## src/rtl/ukfq_pkg.sv

```systemverilog
// Shared types and constants for the unique-key FIFO queue.
// No dependencies; used by every other file of the block.
package ukfq_pkg;

    localparam int KEY_W = 32;
    localparam int VAL_W = 32;
    localparam int POS_W = 8;

    typedef enum logic [1:0] {
        OP_INSERT = 2'd0,
        OP_POP    = 2'd1,
        OP_READ   = 2'd2,
        OP_NONE   = 2'd3
    } opcode_t;

    typedef enum logic [1:0] {
        ST_OK    = 2'd0,
        ST_DUP   = 2'd1,
        ST_FULL  = 2'd2,
        ST_EMPTY = 2'd3
    } status_t;

    typedef enum logic [2:0] {
        S_IDLE,
        S_SEARCH,
        S_FETCH,
        S_LOAD,
        S_FINISH
    } state_t;

    typedef struct packed {
        logic signed [KEY_W-1:0] key;
        logic signed [VAL_W-1:0] value;
    } entry_t;

endpackage

```

## src/rtl/ukfq_if.sv

```systemverilog
// Valid/ready channel interfaces for the request and response words.
// Depends on ukfq_pkg.
interface ukfq_req_if;
    logic                                  valid;
    logic                                  ready;
    ukfq_pkg::opcode_t                     opcode;
    logic signed [ukfq_pkg::KEY_W-1:0]     key_in;
    logic signed [ukfq_pkg::VAL_W-1:0]     value_in;
    logic        [ukfq_pkg::POS_W-1:0]     position;

    modport source (output valid, opcode, key_in, value_in, position, input ready);
    modport sink   (input valid, opcode, key_in, value_in, position, output ready);
endinterface

interface ukfq_rsp_if #(
    parameter int CNT_W = 5
);
    logic                                  valid;
    logic                                  ready;
    ukfq_pkg::status_t                     status;
    logic signed [ukfq_pkg::KEY_W-1:0]     key_out;
    logic signed [ukfq_pkg::VAL_W-1:0]     value_out;
    logic        [CNT_W-1:0]               count;

    modport source (output valid, status, key_out, value_out, count, input ready);
    modport sink   (input valid, status, key_out, value_out, count, output ready);
endinterface

```

## src/rtl/ukfq_mem.sv

```systemverilog
// Key/value entry storage: one write port, one read port with registered data.
// Depends on ukfq_pkg.
module ukfq_mem #(
    parameter int DEPTH = 16,
    parameter int IDX_W = 4
) (
    input  logic              clk,
    input  logic              wr_en,
    input  logic [IDX_W-1:0]  wr_addr,
    input  ukfq_pkg::entry_t  wr_data,
    input  logic              rd_en,
    input  logic [IDX_W-1:0]  rd_addr,
    output ukfq_pkg::entry_t  rd_data
);

    ukfq_pkg::entry_t mem [DEPTH];
    ukfq_pkg::entry_t rd_data_reg;

    always_ff @(posedge clk)
    begin
        if (wr_en)
        begin
            mem[wr_addr] <= wr_data;
        end
    end

    always_ff @(posedge clk)
    begin
        if (rd_en)
        begin
            rd_data_reg <= mem[rd_addr];
        end
    end

    assign rd_data = rd_data_reg;

endmodule

```

## src/rtl/ukfq_ctrl.sv

```systemverilog
// Sequencer, slot adder, key comparator and queue pointers; owns the response register.
// Depends on ukfq_pkg, ukfq_if; drives the ports of ukfq_mem.
module ukfq_ctrl #(
    parameter int DEPTH = 16,
    parameter int IDX_W = 4,
    parameter int CNT_W = 5
) (
    input  logic              clk,
    input  logic              rst_n,
    ukfq_req_if.sink          req,
    ukfq_rsp_if.source        rsp,
    output logic              wr_en,
    output logic [IDX_W-1:0]  wr_addr,
    output ukfq_pkg::entry_t  wr_data,
    output logic              rd_en,
    output logic [IDX_W-1:0]  rd_addr,
    input  ukfq_pkg::entry_t  rd_data
);

    localparam int SUM_W = CNT_W + 1;
    localparam int CMP_W = (CNT_W > ukfq_pkg::POS_W) ? CNT_W : ukfq_pkg::POS_W;

    ukfq_pkg::state_t   state_reg, state_next;
    ukfq_pkg::opcode_t  op_reg;
    ukfq_pkg::status_t  status_reg;
    logic signed [ukfq_pkg::KEY_W-1:0] key_reg, kout_reg;
    logic signed [ukfq_pkg::VAL_W-1:0] val_reg, vout_reg;
    logic [IDX_W-1:0]   off_reg;
    logic [IDX_W-1:0]   head_reg;
    logic [CNT_W-1:0]   count_reg;
    logic [CNT_W-1:0]   idx_reg;
    logic               pend_reg;

    logic               out_valid_reg;
    ukfq_pkg::status_t  out_status_reg;
    logic signed [ukfq_pkg::KEY_W-1:0] out_key_reg;
    logic signed [ukfq_pkg::VAL_W-1:0] out_val_reg;
    logic [CNT_W-1:0]   out_count_reg;

    logic               accept;
    logic               out_free;
    logic               issue;
    logic               match;
    logic               search_done;
    logic               finish_fire;
    logic               pos_ok;
    logic [CNT_W-1:0]   offset;
    logic [SUM_W-1:0]   sum;
    logic [SUM_W-1:0]   wrapped;
    logic [IDX_W-1:0]   slot;
    logic               commit_ok;

    // shared slot adder: (head + offset) mod DEPTH, offset below 2*DEPTH - head
    assign sum     = SUM_W'(head_reg) + SUM_W'(offset);
    assign wrapped = (sum >= SUM_W'(DEPTH)) ? (sum - SUM_W'(DEPTH)) : sum;
    assign slot    = wrapped[IDX_W-1:0];

    assign pos_ok  = CMP_W'(req.position) < CMP_W'(count_reg);
    assign match   = pend_reg && (rd_data.key == key_reg);
    assign out_free = !out_valid_reg || rsp.ready;
    assign accept  = req.valid && req.ready;
    assign commit_ok = status_reg == ukfq_pkg::ST_OK;

    // next state
    always_comb
    begin
        state_next = state_reg;
        unique case (state_reg)
            ukfq_pkg::S_IDLE:
            begin
                if (accept)
                begin
                    unique case (req.opcode)
                        ukfq_pkg::OP_INSERT:
                            state_next = (count_reg == '0) ? ukfq_pkg::S_FINISH
                                                           : ukfq_pkg::S_SEARCH;
                        ukfq_pkg::OP_POP:
                            state_next = (count_reg != '0) ? ukfq_pkg::S_FETCH
                                                           : ukfq_pkg::S_FINISH;
                        ukfq_pkg::OP_READ:
                            state_next = pos_ok ? ukfq_pkg::S_FETCH : ukfq_pkg::S_FINISH;
                        default:
                            state_next = ukfq_pkg::S_FINISH;
                    endcase
                end
            end
            ukfq_pkg::S_SEARCH:
            begin
                if (search_done)
                begin
                    state_next = ukfq_pkg::S_FINISH;
                end
            end
            ukfq_pkg::S_FETCH:
                state_next = ukfq_pkg::S_LOAD;
            ukfq_pkg::S_LOAD:
                state_next = ukfq_pkg::S_FINISH;
            ukfq_pkg::S_FINISH:
            begin
                if (finish_fire)
                begin
                    state_next = ukfq_pkg::S_IDLE;
                end
            end
            default:
                state_next = ukfq_pkg::S_IDLE;
        endcase
    end

    // outputs of the sequencer
    always_comb
    begin
        req.ready   = 1'b0;
        issue       = 1'b0;
        search_done = 1'b0;
        finish_fire = 1'b0;
        rd_en       = 1'b0;
        wr_en       = 1'b0;
        offset      = '0;
        unique case (state_reg)
            ukfq_pkg::S_IDLE:
                req.ready = 1'b1;
            ukfq_pkg::S_SEARCH:
            begin
                issue       = idx_reg < count_reg;
                search_done = match || !issue;
                rd_en       = issue;
                offset      = idx_reg;
            end
            ukfq_pkg::S_FETCH:
            begin
                rd_en  = 1'b1;
                offset = (op_reg == ukfq_pkg::OP_POP) ? '0 : CNT_W'(off_reg);
            end
            ukfq_pkg::S_LOAD:
                offset = '0;
            ukfq_pkg::S_FINISH:
            begin
                finish_fire = out_free;
                wr_en  = out_free && commit_ok && (op_reg == ukfq_pkg::OP_INSERT);
                offset = (op_reg == ukfq_pkg::OP_INSERT) ? count_reg : CNT_W'(1);
            end
            default:
                offset = '0;
        endcase
    end

    assign rd_addr = slot;
    assign wr_addr = slot;
    assign wr_data = '{key: key_reg, value: val_reg};

    // control state
    always_ff @(posedge clk or negedge rst_n)
    begin
        if (!rst_n)
        begin
            state_reg     <= ukfq_pkg::S_IDLE;
            head_reg      <= '0;
            count_reg     <= '0;
            idx_reg       <= '0;
            pend_reg      <= 1'b0;
            out_valid_reg <= 1'b0;
        end
        else
        begin
            state_reg <= state_next;
            if (accept)
            begin
                idx_reg  <= '0;
                pend_reg <= 1'b0;
            end
            else if (state_reg == ukfq_pkg::S_SEARCH)
            begin
                pend_reg <= issue;
                if (issue)
                begin
                    idx_reg <= idx_reg + CNT_W'(1);
                end
            end
            if (finish_fire && commit_ok)
            begin
                if (op_reg == ukfq_pkg::OP_INSERT)
                begin
                    count_reg <= count_reg + CNT_W'(1);
                end
                else if (op_reg == ukfq_pkg::OP_POP)
                begin
                    count_reg <= count_reg - CNT_W'(1);
                    head_reg  <= slot;
                end
            end
            if (finish_fire)
            begin
                out_valid_reg <= 1'b1;
            end
            else if (rsp.ready)
            begin
                out_valid_reg <= 1'b0;
            end
        end
    end

    // payload
    always_ff @(posedge clk)
    begin
        if (accept)
        begin
            op_reg   <= req.opcode;
            key_reg  <= req.key_in;
            val_reg  <= req.value_in;
            off_reg  <= req.position[IDX_W-1:0];
            kout_reg <= '0;
            vout_reg <= '0;
            status_reg <= ((req.opcode == ukfq_pkg::OP_INSERT) && (count_reg == '0))
                          ? ukfq_pkg::ST_OK : ukfq_pkg::ST_EMPTY;
        end
        else if (search_done)
        begin
            if (match)
            begin
                status_reg <= ukfq_pkg::ST_DUP;
            end
            else if (count_reg == CNT_W'(DEPTH))
            begin
                status_reg <= ukfq_pkg::ST_FULL;
            end
            else
            begin
                status_reg <= ukfq_pkg::ST_OK;
            end
        end
        else if (state_reg == ukfq_pkg::S_LOAD)
        begin
            kout_reg   <= rd_data.key;
            vout_reg   <= rd_data.value;
            status_reg <= ukfq_pkg::ST_OK;
        end
        if (finish_fire)
        begin
            out_status_reg <= status_reg;
            out_key_reg    <= kout_reg;
            out_val_reg    <= vout_reg;
            if (!commit_ok || op_reg == ukfq_pkg::OP_READ || op_reg == ukfq_pkg::OP_NONE)
            begin
                out_count_reg <= count_reg;
            end
            else if (op_reg == ukfq_pkg::OP_INSERT)
            begin
                out_count_reg <= count_reg + CNT_W'(1);
            end
            else
            begin
                out_count_reg <= count_reg - CNT_W'(1);
            end
        end
    end

    assign rsp.valid     = out_valid_reg;
    assign rsp.status    = out_status_reg;
    assign rsp.key_out   = out_key_reg;
    assign rsp.value_out = out_val_reg;
    assign rsp.count     = out_count_reg;

endmodule

```

## src/rtl/unique_key_fifo_queue_top.sv

```systemverilog
// FIFO queue of key/value pairs with duplicate-key rejection: top level.
// Depends on ukfq_pkg, ukfq_if, ukfq_mem, ukfq_ctrl.
//
// A request word carries an opcode (insert, pop, read at position); every request gives
// exactly one response word with status, key, value and the entry count after the
// operation. The queue is a ring of DEPTH entries in a single-port-read memory, so an
// insert walks the stored keys one per cycle until a duplicate key turns up or all are
// compared, and skips the walk on an empty queue, while pop and read pass through a fetch
// and a load state (skipped when the queue is empty, the position is out of range or the
// opcode is unused). The block takes one request at a time; a finished response sits in
// an output register, so the next request is accepted while it waits, and that request
// holds in its last cycle until the register is free.
// No clearing pass follows reset; storage is only read below the count.
module unique_key_fifo_queue_top #(
    parameter int DEPTH = 16
) (
    input  logic       clk,
    input  logic       rst_n,
    ukfq_req_if.sink   req,
    ukfq_rsp_if.source rsp
);

    localparam int IDX_W = $clog2(DEPTH);
    localparam int CNT_W = $clog2(DEPTH + 1);

    logic              wr_en;
    logic [IDX_W-1:0]  wr_addr;
    ukfq_pkg::entry_t  wr_data;
    logic              rd_en;
    logic [IDX_W-1:0]  rd_addr;
    ukfq_pkg::entry_t  rd_data;

    ukfq_ctrl #(
        .DEPTH (DEPTH),
        .IDX_W (IDX_W),
        .CNT_W (CNT_W)
    ) u_ctrl (
        .clk     (clk),
        .rst_n   (rst_n),
        .req     (req),
        .rsp     (rsp),
        .wr_en   (wr_en),
        .wr_addr (wr_addr),
        .wr_data (wr_data),
        .rd_en   (rd_en),
        .rd_addr (rd_addr),
        .rd_data (rd_data)
    );

    ukfq_mem #(
        .DEPTH (DEPTH),
        .IDX_W (IDX_W)
    ) u_mem (
        .clk     (clk),
        .wr_en   (wr_en),
        .wr_addr (wr_addr),
        .wr_data (wr_data),
        .rd_en   (rd_en),
        .rd_addr (rd_addr),
        .rd_data (rd_data)
    );

endmodule

```

## src/flat_wrapper.sv

```systemverilog
// flat-port wrapper written by rule: the top's interface ports become plain ports
module unique_key_fifo_queue_top_flat import ukfq_pkg::*;
#(
    parameter int DEPTH = 16
)
  (clk, rst_n, req_valid, req_opcode, req_key_in, req_value_in, req_position, req_ready, rsp_valid, rsp_status, rsp_key_out, rsp_value_out, rsp_count, rsp_ready);
  ukfq_req_if req_i ();
  ukfq_rsp_if #(.CNT_W((5))) rsp_i ();
  input  logic clk;
  input  logic rst_n;
  input wire logic [$bits(req_i.valid)-1:0] req_valid;
  input wire logic [$bits(req_i.opcode)-1:0] req_opcode;
  input wire logic [$bits(req_i.key_in)-1:0] req_key_in;
  input wire logic [$bits(req_i.value_in)-1:0] req_value_in;
  input wire logic [$bits(req_i.position)-1:0] req_position;
  output wire logic [$bits(req_i.ready)-1:0] req_ready;
  output wire logic [$bits(rsp_i.valid)-1:0] rsp_valid;
  output wire logic [$bits(rsp_i.status)-1:0] rsp_status;
  output wire logic [$bits(rsp_i.key_out)-1:0] rsp_key_out;
  output wire logic [$bits(rsp_i.value_out)-1:0] rsp_value_out;
  output wire logic [$bits(rsp_i.count)-1:0] rsp_count;
  input wire logic [$bits(rsp_i.ready)-1:0] rsp_ready;
  assign req_i.valid = req_valid;
  assign req_i.opcode = req_opcode;
  assign req_i.key_in = req_key_in;
  assign req_i.value_in = req_value_in;
  assign req_i.position = req_position;
  assign req_ready = req_i.ready;
  assign rsp_valid = rsp_i.valid;
  assign rsp_status = rsp_i.status;
  assign rsp_key_out = rsp_i.key_out;
  assign rsp_value_out = rsp_i.value_out;
  assign rsp_count = rsp_i.count;
  assign rsp_i.ready = rsp_ready;
  unique_key_fifo_queue_top #(.DEPTH(DEPTH)) u_core (.clk(clk), .rst_n(rst_n), .req(req_i), .rsp(rsp_i));
endmodule
```

## config.mk

```make
export PLATFORM = sky130hd
export DESIGN_NAME = unique_key_fifo_queue_top_flat
export DESIGN_NICKNAME = d
export VERILOG_FILES = /design/src/rtl/ukfq_pkg.sv /design/src/rtl/ukfq_if.sv /design/src/rtl/ukfq_mem.sv /design/src/rtl/ukfq_ctrl.sv /design/src/rtl/unique_key_fifo_queue_top.sv /design/src/flat_wrapper.sv
export SDC_FILE = /design/constraint.sdc
export NUM_CORES = 1
export LEC_CHECK = 0
export BUFFER_PORTS_ARGS = -buffer_cell sky130_fd_sc_hd__buf_2
export CAP_MARGIN = 20
export CORE_MARGIN = 8
export CORE_UTILIZATION = 53
export CTS_BUF_LIST = sky130_fd_sc_hd__clkbuf_4 sky130_fd_sc_hd__clkbuf_8 sky130_fd_sc_hd__clkbuf_16
export CTS_CLUSTER_SIZE = 40
export DETAILED_ROUTE_END_ITERATION = 7
export PLACE_DENSITY = 0.78
export SLEW_MARGIN = 20
export SYNTH_ARGS = -nofsm -noshare
export SYNTH_HDL_FRONTEND = slang
export SYNTH_HIERARCHICAL = 1
export SYNTH_SLANG_ARGS = --single-unit
```

## constraint.sdc

```tcl
create_clock -name clk -period 9.4 [get_ports clk]
set_input_delay 1.41 -clock clk [delete_from_list [all_inputs] [get_ports clk]]
set_output_delay 1.41 -clock clk [all_outputs]
set_load 0.01 [all_outputs]
```

==> results of run 1 <==
==> worst register-to-register path: cells and delay by family (launching register included) <==
kind	cells	cell delay, ns
AO/OA/AOI/OAI	1	0.31
adder cells (fa/ha/maj)	2	0.68
buffers and inverters	3	1.27
flip-flops	1	0.51
AND/OR/NAND/NOR	4	2.09
==> layer usage <==
metal / vias to the layer above / wire, um / part of all wire
met5: - / 0 / 0
met4: 0 / 3050 / 0.028
met3: 193 / 11000 / 0.10
met2: 1396 / 52600 / 0.48
met1: 12200 / 42500 / 0.39
li1: 9797 / - / -
==> cells in the final DEF, fill, tap and decap left out, types with 17 or more instances in the layout <==
master	count
buf_2	150
buf_4	24
clkinv_1	27
a22oi_1	128
dfxtp_1	64
ha_1	17
dfrtp_1	19
edfxtp_1	1231
nor2_1	18
mux4_2	256
xnor2_1	37
nand2_1	213
a21oi_1	74
clkbuf_4	27
inv_1	17
clkbuf_16	136
==> worst paths after layout <==
path	slack (ns)	start	cells after the start	end
max	4.12	u_core/u_ctrl/state_reg[2]	10	u_core/u_mem/mem[11][30]
min	0.43	u_core/u_ctrl/kout_reg[26]	0	u_core/u_ctrl/rsp.key_out[26]
max reg2reg	4.12	u_core/u_ctrl/state_reg[2]	10	u_core/u_mem/mem[11][30]
min reg2reg	0.43	u_core/u_ctrl/kout_reg[26]	0	u_core/u_ctrl/rsp.key_out[26]
max in group asynchronous	8.44	rst_n	1	u_core/u_ctrl/count_reg[2]
min in group asynchronous	0.63	rst_n	1	u_core/u_ctrl/head_reg[2]
==> metrics by stage <==
stage	utilization	cell area [um^2]	worst slack, ns	instances	power (mW)
3_5_place_dp	0.556	50800	3.91	3551	13.2
5_1_grt	0.606	55300	3.70	3794	19.2
4_1_cts	0.606	55300	4.01	3794	18.6
2_1_floorplan	-	48600	0.166	2291	11.8
3_3_place_gp	0.556	50700	4.04	3550	13.0
6_report	0.606	55300	4.12	3794	18.5
==> layout make-up <==
class / instances / area [um^2] / share of cell area
Inverter: 19 / 83.8 / 0.00152
Multi-Input combinational cell: 848 / 9420 / 0.170
Sequential cell: 1314 / 38700 / 0.700
Clock buffer: 172 / 3730 / 0.0674
Clock inverter: 71 / 805 / 0.0145
Tap cell: 1186 / 1480 / 0.0268
Timing Repair Buffer: 184 / 1070 / 0.0193
==> cells by family (layout without fill, tap and decap cells) <==
logic type / after synthesis / count (layout) / synth area share
adder cells (fa/ha/maj): 20 / 20 / 0.00545
XOR/XNOR: 41 / 41 / 0.00738
AO/OA/AOI/OAI: 232 / 232 / 0.0322
AND/OR/NAND/NOR: 295 / 295 / 0.0256
flip-flops: 1314 / 1314 / 0.796
multiplexers: 260 / 260 / 0.119
buffers and inverters: 129 / 446 / 0.0135
==> power by group through the flow <==
stage / logic, mW / clock network (mW) / registers, mW
final: 5.25 / 5.39 / 7.85
after global routing: 5.63 / 5.68 / 7.90
after CTS: 5.31 / 5.47 / 7.85
after detailed placement: 5.23 / 0 / 7.95
after global placement: 5.14 / 0 / 7.91
after floorplan: 3.99 / 0 / 7.78
==> results.cfg, run 1 <==
[run_status]
outcome = completed

[timing]
setup_viol = 0
finalCriticalPeriod_ns = 5.28
worstMarginPinSlew_ns = 1.12
holdWs_ns = 0.426
post-route-period-util = 0.562
final_hold_viol_count = 0
fin_skew_ns = 0.0259
grt_setup_unrepaired = false
slew_headroom = 0.252
setup_tns_ns = 0
final_max_slew_viol_count = 0
fmax_ghz = 0.189

[synthesis]
synth_area_leader_cell = edfxtp_1
synth_area_leaders = edfxtp_1 (76%), mux4_2 (12%), dfxtp_1 (2.6%)
synth_fp_nets = 2389
synth.distinct_cells = 55
ys_seq_area_frac = 0.796
synth_ff_type = edfxtp_1
async_flop_share = 0.0145
syn_area_um2 = 48600
ys_ff_latch = 1314
synthTopCellsByCount = edfxtp_1 (1,231), mux4_2 (256), nand2_1 (213)
synth_cells = 2291
avgSynthCellArea_um2 = 21.2
synth_top_area_share = 0.760
synth_warnings = 6
synth_edf_count = 1231
synth.most_common_cell = edfxtp_1

[pwr]
leakagePower_nw = 17.6
switching_power_mw = 5.60
swShare = 0.303
p_seq_frac = 0.424
power.density_nw_per_um2 = 334
p_int_mw = 12.9
clockPowerShare = 0.291
comb_power_share = 0.284
irDropWorstVdd_mv = 0.344

[flow_run]
cap_viol_max_count = 0

[floorplan]
dieArea_um2 = 102000
core_um2 = 91200
pin_count = 151
num_rows = 111
die_x_um = 319
die_h_um = 319
start_util = 0.533

[layout]
drive_gt1_frac = 0.267
diodes = 0
nNetsFinal = 2598
largest_register_ffs = 1024
syn_to_final_growth_pct = 13.8
fill_cells = 5968

[critical_path]
cp-start-kind = register
arrival_ns = 5.63
critPathMaxStageDelay_ns = 0.76
cpLargestDelayFamily = simple AND/OR/NAND/NOR gates
worst-path-max-fanout = 89
critPathBufInv = 3
crit_type = reg2reg
worst_ep_required_time_ns = 9.75
critPathSlowestCell = nor2_4
end_kind = register
crit_chain = nand2b_2 > nor2_1 > a221o_1 > ha_4 > inv_1 > fa_1 > inv_8 > nand2_1 > nor2_4 > buf_4

[global_route]
track_usage = 0.214
grt.overflow.total = 0
grt_start_max_net_pins = 176
met1_usage = 0.292
grt_use_met3 = 0.0484
grt_pass1_wl_um = 162000
grt_pass1_vias = 24800
grt_use_met2 = 0.342
busiest_layer = met2
antenna_found_initial = 1

[route]
viasPerCell = 6.21
routedWlPerCell_um = 28.8
vias = 23500
ant_nets = 0
first_pass_iters = 6
drc = 0
routed_wl_um = 109000
drtIter0Drc = 2907

[clock_tree]
cts_setup_buffers = 0
tritoncts = done
ctsResizeCount = 0
cts_root_buf = clkbuf_16
clk_latency_ns = 0.74
ctsHoldBuffers = 0
clock_path_buffers = 3
clk_pin_slew_worst_paths_ns = 0.06
htreeDepth = 4
clock_sinks = 1314
cts_buffers = 133

[placement]
dp_hpwl_um = 56300
gp_congestion = 0.814
portBuffers = 150

[hold_path]
hold_class = reg2reg
No activity file was read; power rests on OpenSTA's default activity.
==> inputs of run 2 (changes only) <==
- PLACE_DENSITY: 0.78 -> 0.8
- clock period: 9.4 -> 4.5 ns (I/O delays scaled with it)
==> run 2 against run 1 <==
Cell area increased by 0.31%. First-iteration DRC count down 3.7%. Register-to-register slack lost 3.8 ns. Core utilization rose by 0.19 points. Maximum frequency rose by 27%. Global-route usage rose by 0.68 points. Sequential share of layout area is 0.22 points lower. Clock skew grew 0.061 ns. Final cell count grew 0.42%. Sequential cell count stayed put. Total power up 110%.
==> results.cfg, run 2 (synthesis results as in run 1) <==
[timing]
finalCriticalPeriod_ns = 4.17
fmax_ghz = 0.240
holdWs_ns = 0.122
worstMarginPinSlew_ns = 1.03
setup_ws_ns = 0.326
setup_tns_ns = 0
fin_skew_ns = 0.0870
final_hold_viol_count = 0
setup_viol = 0
final_max_slew_viol_count = 0
grt_setup_unrepaired = false
post-route-period-util = 0.928
slew_headroom = 0.310

[run_status]
outcome = completed

[floorplan]
core_um2 = 91200
die_h_um = 319
pin_count = 151
num_rows = 111
start_util = 0.533
die_x_um = 319
dieArea_um2 = 102000

[route]
vias = 24000
ant_nets = 0
routedWlPerCell_um = 29.8
drc = 0
wl_met1_um = 41900
routed.top_layer = met4
routed_wl_um = 113000
drtIter0Drc = 2799
viasPerCell = 6.30
first_pass_iters = 5
wl_met2_um = 57200
routed-wl-met3_um = 11200

[placement]
dp_hpwl_um = 58700
portBuffers = 150
gp_congestion = 0.819
placed_area_um2 = 51300
preCtsSetupSlack_ns = 0.181

[clock_tree]
clock_sinks = 1314
cts_root_buf = clkbuf_16
clk_pin_slew_worst_paths_ns = 0.06
cts_buffers = 121
htreeDepth = 3
tritoncts = done
clk_latency_ns = 0.73
cts_setup_buffers = 0
clock_path_buffers = 3

[layout]
design_area_um2 = 55500
nNetsFinal = 2614
multi_input_area_um2 = 9480
fin_util = 0.608
largest_register_ffs = 1024
final_common_cell = edfxtp_1
regArea_um2 = 38700
drive_gt1_frac = 0.276
diodes = 0
most-common-layout-cells = edfxtp_1 (1,231), mux4_2 (256), nand2_1 (213)
fill_cells = 5896
syn_to_final_growth_pct = 14.1

[critical_path]
worst_ep_required_time_ns = 4.84
worst-path-max-fanout = 52
arrival_ns = 4.51
cp-start-kind = register
crit_type = reg2reg
critPathSlowestCell = dfrtp_1
end_kind = register
crit_chain = nand2b_4 > nor2_2 > a222oi_1 > inv_1 > ha_1 > a21o_1 > a21oi_2 > xnor2_1 > xnor2_4 > or3b_4 > nor3_4 > buf_12
critPathMaxStageDelay_ns = 0.56

[pwr]
irDropWorstVdd_mv = 0.613
leakagePower_nw = 17.7
power.density_nw_per_um2 = 689

[global_route]
grt_pass1_wl_um = 167000
antenna_found_initial = 1
grt_start_max_net_pins = 97
grt_pass1_vias = 25200
track_usage = 0.220
grt.overflow.total = 0

[hold_path]
hold_class = in2reg

[flow_run]
cap_viol_max_count = 0
==> run 2: cell types whose count changed in the layout (fill, tap and decap cells not counted), sizes merged <==
cell,change
dlygate4sd3,+1
buf,+27
inv,-3
clkbuf,-11
bufinv,-1
clkinv,+1
clkinvlp,+2
==> run 2: stage by stage <==
| stage | cells | total power, mW |
|---|---|---|
| 3_3_place_gp | 3578 | 27.5 |
| 6_report | 3810 | 38.2 |
| 2_1_floorplan | 2291 | 24.6 |
| 4_1_cts | 3810 | 38.5 |
| 5_1_grt | 3810 | 39.7 |
| 3_5_place_dp | 3578 | 27.8 |
==> run 2: layer usage <==
metal	track usage	vias to the layer above
li1	-	9826
met1	0.288	12400
met2	0.372	1540
met3	0.0466	210
met4	0.0719	0
met5	0	-
==> run 2: final timing paths <==
check                                            from                         endpoint  slack (ns)  depth (start not counted)
setup / recovery           u_core/u_ctrl/state_reg[2]           u_core/u_mem/mem[0][1]        0.33                         12
hold / removal                       req_value_in[18]        u_core/u_ctrl/val_reg[18]        0.12                          1
setup reg to reg           u_core/u_ctrl/state_reg[2]           u_core/u_mem/mem[0][1]        0.33                         12
hold reg to reg            u_core/u_ctrl/vout_reg[28]  u_core/u_ctrl/rsp.value_out[28]        0.43                          0
max in group asynchronous                       rst_n       u_core/u_ctrl/state_reg[1]        3.70                          2
min in group asynchronous                       rst_n           u_core/u_ctrl/pend_reg        0.46                          2
==> run 2: power breakdown <==
part / switching (mW) / leakage (nW) / total [mW] / internal (mW)
combinational: 6.16 / 3.71 / 11.4 / 5.23
sequential: 1.10 / 11.9 / 16.4 / 15.3
clock: 4.50 / 2.05 / 10.4 / 5.93
==> run 2: cell type report <==
cell class	instances	area share
Sequential cell	1314	0.698
Multi-Input combinational cell	848	0.171
Clock buffer	161	0.0605
Timing Repair Buffer	212	0.0287
Tap cell	1186	0.0267
Clock inverter	70	0.0139
Inverter	19	0.00151
==> run 2: critical path, delay by kind of cell, from the launching register on <==
| family | cells | cell delay (ns) |
|---|---|---|
| buffers and inverters | 2 | 0.50 |
| adder cells (fa/ha/maj) | 1 | 0.31 |
| AO/OA/AOI/OAI | 3 | 0.64 |
| flip-flops | 1 | 0.56 |
| AND/OR/NAND/NOR | 4 | 1.12 |
| XOR/XNOR | 2 | 0.60 |
==> run 2: repair_timing <==
action / 4_1_cts / 5_1_grt
hold buffers: 1 / 0
setup endpoints to repair: 17 / 4
pin swaps: 0 / 0
hold endpoints to repair: 19 / 0
gates resized for setup: 1 / 1
